[src/rtl/decimal_integer_parser_macros.svh]
// Assertion macros for the decimal integer parser.
`ifndef DECIMAL_INTEGER_PARSER_MACROS_SVH
`define DECIMAL_INTEGER_PARSER_MACROS_SVH

// Same-cycle implication, sampled on i_clk, off during reset.
`define DIP_ASSERT_NOW(lbl, ante, cons) \
    lbl: assert property (@(posedge i_clk) disable iff (!i_rst_n) (ante) |-> (cons)) \
        else $error("dip assertion failed");

// Next-cycle implication, sampled on i_clk, off during reset.
`define DIP_ASSERT_NEXT(lbl, ante, cons) \
    lbl: assert property (@(posedge i_clk) disable iff (!i_rst_n) (ante) |=> (cons)) \
        else $error("dip assertion failed");

`endif

[src/rtl/dip_pkg.sv]
`timescale 1ns / 1ps

package dip_pkg;

    localparam int unsigned MagW   = 64;
    localparam int unsigned CountW = 5;
    localparam int unsigned ModeW  = 3;

    localparam logic [ModeW-1:0] MODE_INT64  = 3'd0;
    localparam logic [ModeW-1:0] MODE_INT32  = 3'd1;
    localparam logic [ModeW-1:0] MODE_INT16  = 3'd2;
    localparam logic [ModeW-1:0] MODE_UINT16 = 3'd3;
    localparam logic [ModeW-1:0] MODE_UINT8  = 3'd4;

    localparam logic [ModeW-1:0] MODE_RESET = MODE_INT32;

    localparam logic [CountW-1:0] MAX_DIGITS_WIDE   = 5'd19;
    localparam logic [CountW-1:0] MAX_DIGITS_NARROW = 5'd10;

    localparam logic [MagW-1:0] POS_LIMIT_64 = 64'd9223372036854775807;
    localparam logic [MagW-1:0] NEG_LIMIT_64 = 64'd9223372036854775808;
    localparam logic [MagW-1:0] POS_LIMIT_32 = 64'd2147483647;
    localparam logic [MagW-1:0] NEG_LIMIT_32 = 64'd2147483648;
    localparam logic [MagW-1:0] POS_LIMIT_16 = 64'd32767;
    localparam logic [MagW-1:0] NEG_LIMIT_16 = 64'd32768;
    localparam logic [MagW-1:0] LIMIT_U16    = 64'd65535;
    localparam logic [MagW-1:0] LIMIT_U8     = 64'd255;

    localparam logic [7:0] CHAR_MINUS = 8'h2D;
    localparam logic [7:0] CHAR_PLUS  = 8'h2B;
    localparam logic [7:0] CHAR_ZERO  = 8'h30;
    localparam logic [7:0] CHAR_NINE  = 8'h39;

endpackage

[src/rtl/decimal_integer_parser.sv]
// Throughput: one character item per cycle; an end-of-string item waits while the
// output stalls. The digit step (mag * 10 + digit) is one registered stage, and the
// range check and sign feed the output register.
// Reset (i_rst_n low, synchronous): pipeline empty, parse state cleared, mode = int32.
`timescale 1ns / 1ps

`include "decimal_integer_parser_macros.svh"

module decimal_integer_parser
    import dip_pkg::*;
(
    input  logic                     i_clk,
    input  logic                     i_rst_n,
    input  logic                     i_in_valid,
    output logic                     o_in_ready,
    input  logic [7:0]               i_char_code,
    input  logic                     i_char_valid,
    input  logic                     i_end_of_string,
    output logic                     o_out_valid,
    input  logic                     i_out_ready,
    output logic signed [MagW-1:0]   o_parsed_value,
    output logic                     o_parse_ok,
    input  logic                     i_cfg_valid,
    output logic                     o_cfg_ready,
    input  logic [ModeW-1:0]         i_cfg_data
);

    logic [ModeW-1:0]  r_mode;

    logic              r_in_valid;
    logic [7:0]        r_in_code;
    logic              r_in_cvalid;
    logic              r_in_eos;

    logic              r_at_first, n_at_first;
    logic              r_neg, n_neg;
    logic [CountW-1:0] r_count, n_count;
    logic [MagW-1:0]   r_mag, n_mag;
    logic              r_failed, n_failed;

    logic              r_fin_valid;
    logic              r_fin_bad;
    logic              r_fin_neg;
    logic [CountW-1:0] r_fin_count;
    logic [MagW-1:0]   r_fin_mag;

    logic              r_out_valid;
    logic [MagW-1:0]   r_value;
    logic              r_ok;

    logic              out_free, adv_fin, fin_free, adv_in;
    logic              is_sign, is_digit;
    logic [3:0]        digit;
    logic [MagW-1:0]   mag_step;
    logic              in_range, count_ok, fin_ok;
    logic [MagW-1:0]   fin_value;

    // handshake chain
    assign out_free    = !r_out_valid || i_out_ready;
    assign adv_fin     = r_fin_valid && out_free;
    assign fin_free    = !r_fin_valid || adv_fin;
    assign adv_in      = r_in_valid && (!r_in_eos || fin_free);
    assign o_in_ready  = !r_in_valid || adv_in;
    assign o_cfg_ready = 1'b1;

    // digit step
    assign is_sign  = r_at_first && (r_in_code == CHAR_MINUS || r_in_code == CHAR_PLUS);
    assign is_digit = (r_in_code >= CHAR_ZERO) && (r_in_code <= CHAR_NINE);
    assign digit    = r_in_code[3:0];
    assign mag_step = {r_mag[MagW-4:0], 3'b000} + {r_mag[MagW-2:0], 1'b0}
                    + {{(MagW-4){1'b0}}, digit};

    always_comb begin
        n_at_first = r_at_first;
        n_neg      = r_neg;
        n_count    = r_count;
        n_mag      = r_mag;
        n_failed   = r_failed;
        if (r_in_cvalid) begin
            if (is_sign) begin
                n_neg = (r_in_code == CHAR_MINUS);
            end else if (!is_digit) begin
                n_failed = 1'b1;
            end else if (!r_failed) begin
                if (r_count >= MAX_DIGITS_WIDE) begin
                    n_failed = 1'b1;
                end else begin
                    n_mag   = mag_step;
                    n_count = r_count + 1'b1;
                end
            end
            n_at_first = 1'b0;
        end
    end

    // range check and sign
    always_comb begin
        in_range = 1'b1;
        if (r_mode == MODE_INT64) begin
            in_range = r_fin_neg ? (r_fin_mag <= NEG_LIMIT_64) : (r_fin_mag <= POS_LIMIT_64);
            count_ok = (r_fin_count <= MAX_DIGITS_WIDE);
        end else begin
            count_ok = (r_fin_count <= MAX_DIGITS_NARROW);
            if (r_fin_neg ? (r_fin_mag > NEG_LIMIT_32) : (r_fin_mag > POS_LIMIT_32)) begin
                in_range = 1'b0;
            end else begin
                unique case (r_mode)
                    MODE_INT16: begin
                        in_range = r_fin_neg ? (r_fin_mag <= NEG_LIMIT_16)
                                             : (r_fin_mag <= POS_LIMIT_16);
                    end
                    MODE_UINT16: begin
                        in_range = r_fin_neg ? (r_fin_mag == '0) : (r_fin_mag <= LIMIT_U16);
                    end
                    MODE_UINT8: begin
                        in_range = r_fin_neg ? (r_fin_mag == '0) : (r_fin_mag <= LIMIT_U8);
                    end
                    default: begin
                        in_range = 1'b1;
                    end
                endcase
            end
        end
    end

    assign fin_ok    = !r_fin_bad && count_ok && in_range;
    assign fin_value = !fin_ok ? '0 : (r_fin_neg ? ('0 - r_fin_mag) : r_fin_mag);

    always_ff @(posedge i_clk) begin
        if (!i_rst_n) begin
            r_mode      <= MODE_RESET;
            r_in_valid  <= 1'b0;
            r_at_first  <= 1'b1;
            r_neg       <= 1'b0;
            r_count     <= '0;
            r_mag       <= '0;
            r_failed    <= 1'b0;
            r_fin_valid <= 1'b0;
            r_out_valid <= 1'b0;
        end else begin
            if (i_cfg_valid) begin
                r_mode <= i_cfg_data;
            end

            if (o_in_ready) begin
                r_in_valid <= i_in_valid;
            end

            if (adv_in) begin
                if (r_in_eos) begin
                    r_at_first <= 1'b1;
                    r_neg      <= 1'b0;
                    r_count    <= '0;
                    r_mag      <= '0;
                    r_failed   <= 1'b0;
                end else begin
                    r_at_first <= n_at_first;
                    r_neg      <= n_neg;
                    r_count    <= n_count;
                    r_mag      <= n_mag;
                    r_failed   <= n_failed;
                end
            end

            if (fin_free) begin
                r_fin_valid <= adv_in && r_in_eos;
            end

            if (out_free) begin
                r_out_valid <= r_fin_valid;
            end
        end
    end

    always_ff @(posedge i_clk) begin
        if (o_in_ready) begin
            r_in_code   <= i_char_code;
            r_in_cvalid <= i_char_valid;
            r_in_eos    <= i_end_of_string;
        end
        if (adv_in && r_in_eos) begin
            r_fin_bad   <= n_at_first || n_failed;
            r_fin_neg   <= n_neg;
            r_fin_count <= n_count;
            r_fin_mag   <= n_mag;
        end
        if (adv_fin) begin
            r_value <= fin_value;
            r_ok    <= fin_ok;
        end
    end

    assign o_out_valid    = r_out_valid;
    assign o_parsed_value = r_value;
    assign o_parse_ok     = r_ok;

    `DIP_ASSERT_NOW(a_fail_is_zero, r_out_valid && !r_ok, r_value == '0)
    `DIP_ASSERT_NOW(a_count_bound, 1'b1, r_count <= MAX_DIGITS_WIDE)
    `DIP_ASSERT_NEXT(a_clear_after_end, adv_in && r_in_eos, r_at_first && r_count == '0 && !r_failed)

endmodule
[config.mk]
export PLATFORM = sky130hd
export DESIGN_NAME = decimal_integer_parser
export DESIGN_NICKNAME = d
export VERILOG_FILES = /design/src/rtl/dip_pkg.sv /design/src/rtl/decimal_integer_parser.sv
export VERILOG_INCLUDE_DIRS = /design/src /design/src/rtl
export SDC_FILE = /design/constraint.sdc
export NUM_CORES = 1
export LEC_CHECK = 0
export BUFFER_PORTS_ARGS = -buffer_cell sky130_fd_sc_hd__buf_2
export CORE_ASPECT_RATIO = 0.8
export CORE_MARGIN = 5
export CORE_UTILIZATION = 46
export CTS_CLUSTER_SIZE = 24
export DETAILED_ROUTE_END_ITERATION = 8
export PLACE_DENSITY = 0.71
export RECOVER_POWER = 50
export SYNTH_ARGS = -nofsm -noshare
export SYNTH_HDL_FRONTEND = slang
export SYNTH_SLANG_ARGS = --single-unit
export TNS_END_PERCENT = 1
[constraint.sdc]
create_clock -name i_clk -period 13.7 [get_ports i_clk]
set_input_delay 2.74 -clock i_clk [delete_from_list [all_inputs] [get_ports i_clk]]
set_output_delay 2.74 -clock i_clk [all_outputs]
set_load 0.02 [all_outputs]
==> impl_metrics.tcl, run 1 <==
set metrics [dict create \
    hpwlAfterDp_um 25300 \
    skew_ns 0.0238 \
    setup_viol 0 \
    violations "capacitance limit, slew limit" \
    grt_use_total_pct 18.7 \
    numPortBuffers 84 \
    ys_types 68 \
    max-clock-path-buffers 3 \
    post_cts_resized 0 \
    maxCapViolCount 5 \
    cts_tree "done" \
    synth_top_cell_area_share_pct 31.3 \
    post-route-period-util_pct 49.8 \
    wl_um 32900 \
    firstDrtPassIters 5 \
    fin_tns_setup_ns 0 \
    drc_errors 0 \
    drv_slew 265 \
    postLayoutCoreUtil_pct 51.1 \
    clk_latency_ns 0.51 \
    vdd_ir_drop_max_uv 74.1 \
    die_w_um 205 \
    setup_ws_ns 6.87 \
    p_per_area_mw_per_mm2 90.5 \
    ys_warn_count 0 \
    max_clock_freq_ghz 0.146 \
    antenna_found_initial 0 \
    drive_gt1_share_pct 6.06 \
    cts_made_buffers 23 \
    synth-async-reset-ratio_pct 0 \
    wl_per_cell_um 16.9 \
    slew-limit-headroom_pct -134 \
    critPathKind "input pin to output port" \
    synth_top_area_cell "edfxtp_1" \
    crit_arrival_ns 4.09 \
    die_height_um 166 \
    vias 10995 \
    postSynthAreaPerCell_um2 9.60 \
    ys.flop_type "edfxtp_1" \
    critPathCaptureType "output port" \
    grt_overflow 0 \
    dieArea_mm2 0.0341 \
    cts.reportedPaths.clkPinSlew_ns 0.06 \
    cts_sinks 224 \
    ios 86 \
    yosysMostFrequentCell "nand2_1" \
    min_period_ns 6.83 \
    n_antenna_cell 0 \
    synthesis.instances 1461 \
    worst_pin_slew_ns 3.51 \
    min_from "r_at_first" \
    synthTopCellsByCount "192 x nand2_1, 146 x edfxtp_1, 124 x ha_1" \
    synth_area_leaders "edfxtp_1 31%, dfxtp_1 11%, ha_1 11%" \
    post_cts_buffers 0 \
    rows 57 \
    postRouteAntennaNets 0 \
    total_power_uw 1400 \
    crit_fanout 12 \
    dp_slack_ns 6.87 \
    cts-root-buf "clkbuf_16" \
    fin_cells 1947 \
    ys_seq_area_share_pct 42.4 \
    critPathRequiredTime_ns 10.96 \
    post-place-cells 1905 \
    syn_nets 1605 \
    leakage_uw 0.00639 \
    hold_buffers 0 \
    regToRegStartpoint "r_count[0]" \
    final_nets 1661 \
    syn_area_mm2 0.0140 \
    ys_seq_elements 224 \
    grt_max_degree 72 \
    hold_class "register to register" \
    routabilityCongestion 0.913 \
    grt_pass1_vias 9934 \
    drtIter0Drc 879 \
    outcome "finished with violations" \
    critPathLaunch "i_out_ready" \
    htreeDepth 1 \
    startpoint_type "input pin" \
    hold_violations 0 \
    core-area_mm2 0.0302 \
    grt_first_pass_wirelength_um 53000 \
    avgViaCountPerCell 5.65 \
    initial_core_util_pct 46.4 \
    synth_edf_count 146 \
    area_delta_synth_final_pct 10.3 \
    rsz0062_at_grt "no" \
]
==> per-stage QoR <==
stage / hold WS [ns] / cell area (um^2)
finish: 0.479 / 15500
CTS: 0.480 / 15600
floorplan: 0.439 / 14000
global placement: 0.454 / 14800
detailed placement: 0.456 / 14800
global route: 0.504 / 15500
==> path summary, 6_finish.rpt <==
check	to	slack, ns	cells past startpoint
worst min-delay path	r_at_first	0.48	2
worst max register to register	r_mag[36]	8.11	8
worst max-delay path	o_in_ready	6.87	4
worst min register to register	r_at_first	0.48	2
==> power by group <==
part	switching, uW	leakage [uW]	total, uW	internal, uW
combinational	30.0	0.00392	41.8	11.7
sequential	5.10	0.00212	730	724
clock	256	0.000358	629	373
==> critical path, cell delays in order <==
cell and delay [ns]:
buf_2 0.09, nor2b_1 0.34, nand4_1 0.55, buf_2 0.36
==> state kept, by name (all words and copies together), names as in the netlist <==
register / cells
o_parsed_value: 64
r_fin_mag: 64
r_mag: 64
r_in_code: 8
r_count: 5
r_fin_count: 5
r_mode: 3
o_out_valid: 1
o_parse_ok: 1
r_at_first: 1
r_failed: 1
r_fin_bad: 1
r_fin_neg: 1
r_fin_valid: 1
r_in_cvalid: 1
r_in_eos: 1
r_in_valid: 1
r_neg: 1
==> routing by layer <==
layer  part of all wire [%]  GRT usage, %  vias up  routed length, um
li1                       -             -     5483                  -
met1                     52          31.2     5160              17100
met2                     40          25.7      322              13200
met3                    6.6          2.09       30               2170
met4                    1.4          3.49        0                474
met5                      0             0        -                  0
==> logic make-up (layout without fill, tap and decap cells) <==
logic type                 after synthesis  in the layout  share of synthesized area, %
other                                    1              1                        0.0267
adders and majority gates              126            126                          11.3
AOI/OAI and AO/OA                      393            393                          18.4
buffers and inverters                   93            166                          2.57
xor gates and xnor gates               123            123                          7.68
and+or+nand+nor                        483            483                          16.2
DFF                                    224            224                          42.4
muxes                                   18             18                          1.40
==> cell type report <==
cell class | instances | area, um^2
multi-input cells | 1144 | 7720
well taps | 413 | 517
repair buffers | 96 | 405
clock buffers | 28 | 604
flip-flops and latches | 224 | 5950
clock inverters | 14 | 163
fillers | 2800 | 14800
inverters | 28 | 105
==> placed cells by master, fill, tap and decap left out, types with 36 or more instances in the layout <==
| cell type | n |
|---|---|
| edfxtp_1 | 146 |
| clkbuf_1 | 76 |
| nand2_1 | 192 |
| dfxtp_1 | 78 |
| nor2_1 | 119 |
| ha_1 | 124 |
| nor2b_1 | 36 |
| a21oi_1 | 96 |
| o21ai_0 | 98 |
| xor2_1 | 85 |
| xnor2_1 | 38 |
No activity file was read; power rests on OpenSTA's default activity.
==> run 2: changes to the inputs <==
- PLACE_DENSITY: 0.71 -> 0.74
- clock period: 13.7 -> 6.05 ns (I/O delays scaled with it)
==> run 2 against run 1 <==
The run still ends with capacitance limit, slew limit left. Wire length grew 4.7%. Worst hold slack gained 0.010 ns. Register-to-register slack lost 6.8 ns. Global-route usage grew 0.84 points. Clock-buffer cell count is the same. Via count grew 2.7%. Clock skew shrank 0.0040 ns. Setup slack lost 5.5 ns. Critical endpoint is now r_fin_mag[59]. Largest cell class unchanged. Highest routed layer unchanged.
==> impl_metrics.tcl, run 2 (synthesis results as in run 1) <==
set metrics [dict create \
    drtIter0Drc 1041 \
    drv_slew 262 \
    min_from "r_mag[63]" \
    cts.reportedPaths.clkPinSlew_ns 0.06 \
    dp_slack_ns 1.46 \
    grt_max_degree 66 \
    setup_ws_ns 1.33 \
    crit_fanout 4 \
    cts_made_buffers 25 \
    fin_cells 1951 \
    worst_pin_slew_ns 3.15 \
    path_cells "inv_1 > fa_1 > inv_1 > ha_1 > a211oi_1 > o21ai_0 > o2111ai_1 > a21oi_1 > o41ai_1 > o31ai_1 > a41oi_1 > o21ai_0 > xnor2_1 > mux2_2" \
    post_cts_buffers 0 \
    vias 11292 \
    critPathCaptureType "register" \
    final_common_cell "nand2_1" \
    numPortBuffers 84 \
    htreeDepth 1 \
    leakage_uw 0.00650 \
    hold_slack_ns 0.489 \
    fin_tns_setup_ns 0 \
    min_period_ns 4.72 \
    postLayoutCoreUtil_pct 51.6 \
    max_clock_freq_ghz 0.212 \
    rows 57 \
    critPathRequiredTime_ns 6.31 \
    post_cts_resized 0 \
    hpwlAfterDp_um 25900 \
    drive_gt1_share_pct 6.37 \
    worst_r2r_endpoint "r_fin_mag[59]" \
    n_antenna_cell 0 \
    firstDrtPassIters 5 \
    post-place-cells 1906 \
    maxCapViolCount 5 \
    final_cell_mix "192 x nand2_1, 146 x edfxtp_1, 124 x ha_1" \
    rsz0062_at_grt "no" \
    grt_overflow 0 \
    dieArea_mm2 0.0341 \
    post-route-period-util_pct 78.0 \
    outcome "finished with violations" \
    grt_first_pass_wirelength_um 55300 \
    p_per_area_mw_per_mm2 215 \
    max-clock-path-buffers 3 \
    startpoint_type "register" \
    vdd_ir_drop_max_uv 184 \
    drc_errors 0 \
    holdPathStages 1 \
    hold_class "register to register" \
    hold_buffers 0 \
    critPathKind "register to register" \
    wl_per_cell_um 17.6 \
    crit_arrival_ns 4.98 \
    slowest_stage "o41ai_1" \
    initial_core_util_pct 46.4 \
    postRouteAntennaNets 0 \
    setup_viol 0 \
    ios 86 \
    reg2reg_slack_ns 1.33 \
    regToRegStartpoint "r_in_code[3]" \
    cts-root-buf "clkbuf_16" \
    cts_tree "done" \
    violations "capacitance limit, slew limit" \
    final_nets 1664 \
    die_height_um 166 \
    skew_ns 0.0198 \
    reg2reg_depth 14 \
    area_delta_synth_final_pct 11.2 \
    avgViaCountPerCell 5.79 \
    clk_latency_ns 0.53 \
    cts_sinks 224 \
    core-area_mm2 0.0302 \
    die_w_um 205 \
    wl_um 34400 \
    slew-limit-headroom_pct -110 \
    min_to "r_mag[63]" \
    grt_pass1_vias 10311 \
    grt_use_total_pct 19.5 \
    max_stage_delay_ns 0.79 \
    routabilityCongestion 0.926 \
    hold_violations 0 \
    antenna_found_initial 1 \
]
## run 2: final cells by class
| cell class | instances | area [um^2] |
|---|---|---|
| Inverter | 28 | 105 |
| Multi-Input combinational cell | 1144 | 7740 |
| Sequential cell | 224 | 5950 |
| Clock buffer | 28 | 647 |
| Clock inverter | 17 | 230 |
| Timing Repair Buffer | 97 | 412 |
| Fill cell | 2701 | 14600 |
| Tap cell | 413 | 517 |
## run 2: worst max-delay path by stage
stage,start,endpoint,slack [ns],depth (start not counted)
4_1_cts,r_in_code[3],r_fin_mag[59],1.41,14
3_5_place_dp,r_in_code[3],r_fin_mag[59],1.46,14
5_1_grt,r_in_code[3],r_fin_mag[59],1.09,14
6_report,r_in_code[3],r_fin_mag[59],1.33,14
3_3_place_gp,r_in_code[3],r_fin_mag[59],1.68,14
2_1_floorplan,i_out_ready,o_parse_ok,1.37,2
## run 2: routing by layer
metal	up-vias	global-route usage, %	part of all wire [%]
met5	-	0	0
met4	0	4.10	1.5
met3	34	2.64	8.2
met2	450	27.7	41
met1	5313	31.4	49
li1	5495	-	-
## run 2: critical path: cells and delay by family, from the launching register on
family | cells | cell delay, ns
DFF | 1 | 0.39
adders and majority gates | 2 | 0.84
xor gates and xnor gates | 1 | 0.18
buffers and inverters | 2 | 0.15
AOI/OAI and AO/OA | 8 | 2.63
muxes | 1 | 0.28
## run 2: where the power goes
group / total [uW] / switching, uW / internal [uW]
Sequential: 1650 / 11.8 / 1640
Combinational: 97.4 / 71.1 / 26.3
Clock: 1600 / 615 / 989
Total: 3350 / 698 / 2650
## run 2: per-stage QoR
stage	area, um^2	total power (uW)
after floorplan	14000	1750
after global placement	14800	1780
after detailed placement	14800	1780
after CTS	15700	3370
after global routing	15600	3460
final	15600	3350
==> run 3: changes to the inputs <==
- PLACE_DENSITY: 0.74 -> 0.71
- clock period: 6.05 -> 4.87 ns (I/O delays scaled with it)
==> run 3 against run 2 <==
The run still ends with capacitance limit, slew limit left. Clock-buffer cell count up 6. Via count down 0.76%. Cell area down 0.49%. Clock skew up 0.0037 ns. Sequential share of layout area up 0.19 points. Wire length down 0.37%. Setup slack worse by 0.85 ns. Worst hold slack worse by 0.0052 ns.
==> impl_metrics.tcl, run 3 (synthesis results as in run 1) <==
set metrics [dict create \
    outcome "finished with violations" \
    violations "capacitance limit, slew limit" \
    hold_violations 0 \
    grt_max_degree 66 \
    cts_sinks 224 \
    critPathCaptureType "register" \
    htreeDepth 1 \
    slew-limit-headroom_pct -89.8 \
    critPathKind "register to register" \
    grt_use_total_pct 19.6 \
    multiInputGateArea_mm2 0.00772 \
    drv_slew 79 \
    grt_pass1_vias 10212 \
    seq_area_mm2 0.00595 \
    total_power_uw 3970 \
    worst_pin_slew_ns 2.84 \
    die_height_um 166 \
    postLayoutCoreUtil_pct 51.3 \
    hold_buffers 0 \
    cts.reportedPaths.clkPinSlew_ns 0.06 \
    numPortBuffers 84 \
    vias 11206 \
    hpwlAfterDp_um 25700 \
    rows 57 \
    postRouteAntennaNets 0 \
    setup_viol 0 \
    final_nets 1665 \
    n_antenna_cell 0 \
    drive_gt1_share_pct 6.56 \
    initial_core_util_pct 46.4 \
    avgViaCountPerCell 5.74 \
    routabilityCongestion 0.946 \
    wl_um 34300 \
    fin_tns_setup_ns 0 \
    cts_tree "done" \
    p_per_area_mw_per_mm2 256 \
    skew_ns 0.0235 \
    ios 86 \
    area_delta_synth_final_pct 10.7 \
    post_cts_buffers 0 \
    vdd_ir_drop_max_uv 208 \
    critPathRequiredTime_ns 5.12 \
    rsz0062_at_grt "no" \
    max-clock-path-buffers 3 \
    dieArea_mm2 0.0341 \
    drtIter0Drc 991 \
    path_cells "inv_1 > fa_1 > inv_1 > ha_1 > a211oi_1 > o21ai_0 > o2111ai_1 > a21oi_1 > o41ai_1 > buf_4 > o31ai_1 > a41oi_1 > o21ai_0 > xnor2_1 > mux2_2" \
    drc_errors 0 \
    clk_latency_ns 0.52 \
    crit_fanout 4 \
    antenna_found_initial 0 \
    grt_overflow 0 \
    final_cell_mix "192 x nand2_1, 146 x edfxtp_1, 124 x ha_1" \
    maxCapViolCount 2 \
    post_cts_resized 0 \
    core-area_mm2 0.0302 \
    final_common_cell "nand2_1" \
    crit_arrival_ns 4.64 \
    cts-root-buf "clkbuf_16" \
    wl_per_cell_um 17.6 \
    leakage_uw 0.00647 \
    max_stage_delay_ns 0.55 \
    hold_class "register to register" \
    slowest_stage "o31ai_1" \
    max_clock_freq_ghz 0.228 \
    firstDrtPassIters 6 \
    nFillCells 2742 \
    grt_first_pass_wirelength_um 55200 \
    cts_made_buffers 24 \
    post-route-period-util_pct 90.1 \
    die_w_um 205 \
    startpoint_type "register" \
    min_period_ns 4.39 \
]
[run 3: path summary, 6_finish.rpt]
check / depth (start not counted) / slack (ns) / from / end
max: 15 / 0.48 / r_in_code[3] / r_fin_mag[59]
min: 2 / 0.48 / r_at_first / r_at_first
max reg2reg: 15 / 0.48 / r_in_code[3] / r_fin_mag[59]
min reg2reg: 2 / 0.48 / r_at_first / r_at_first
[run 3: layer usage]
layer | GRT usage, % | vias up | part of all wire [%]
met4 | 3.90 | 0 | 1.7
met3 | 3.63 | 56 | 8.9
met5 | 0 | - | 0
li1 | - | 5500 | -
met1 | 31.7 | 5239 | 50
met2 | 26.8 | 411 | 40
[run 3: report_power, final]
group | total (uW) | internal, uW | switching (uW) | leakage (uW)
registers | 2050 | 2040 | 14.2 | 0.00213
logic | 121 | 33.1 | 87.6 | 0.00396
clock network | 1800 | 1070 | 731 | 0.000377
total | 3970 | 3140 | 833 | 0.00647
[run 3: critical path, delay by kind of cell (launching register included)]
family | cells | cell delay, ns
AOI/OAI and AO/OA | 8 | 2.18
buffers and inverters | 3 | 0.31
xor gates and xnor gates | 1 | 0.13
muxes | 1 | 0.29
adders and majority gates | 2 | 0.82
DFF | 1 | 0.37
[run 3: cell type report]
cell class                      instances  share of cell area (%)
Clock inverter                         10                   0.790
Clock buffer                           34                    4.31
Tap cell                              413                    3.33
Sequential cell                       224                    38.3
Multi-Input combinational cell       1144                    49.7
Timing Repair Buffer                   99                    2.84
Inverter                               28                   0.677
[run 3: stage by stage]
step / hold WS, ns / worst slack [ns] / area (um^2) / instances
after CTS: 0.476 / 0.537 / 15600 / 1952
after global placement: 0.453 / 0.694 / 14800 / 1908
final: 0.484 / 0.483 / 15500 / 1952
after floorplan: 0.439 / 0.424 / 14000 / 1461
after detailed placement: 0.455 / 0.588 / 14800 / 1908
after global routing: 0.501 / 0.146 / 15500 / 1952
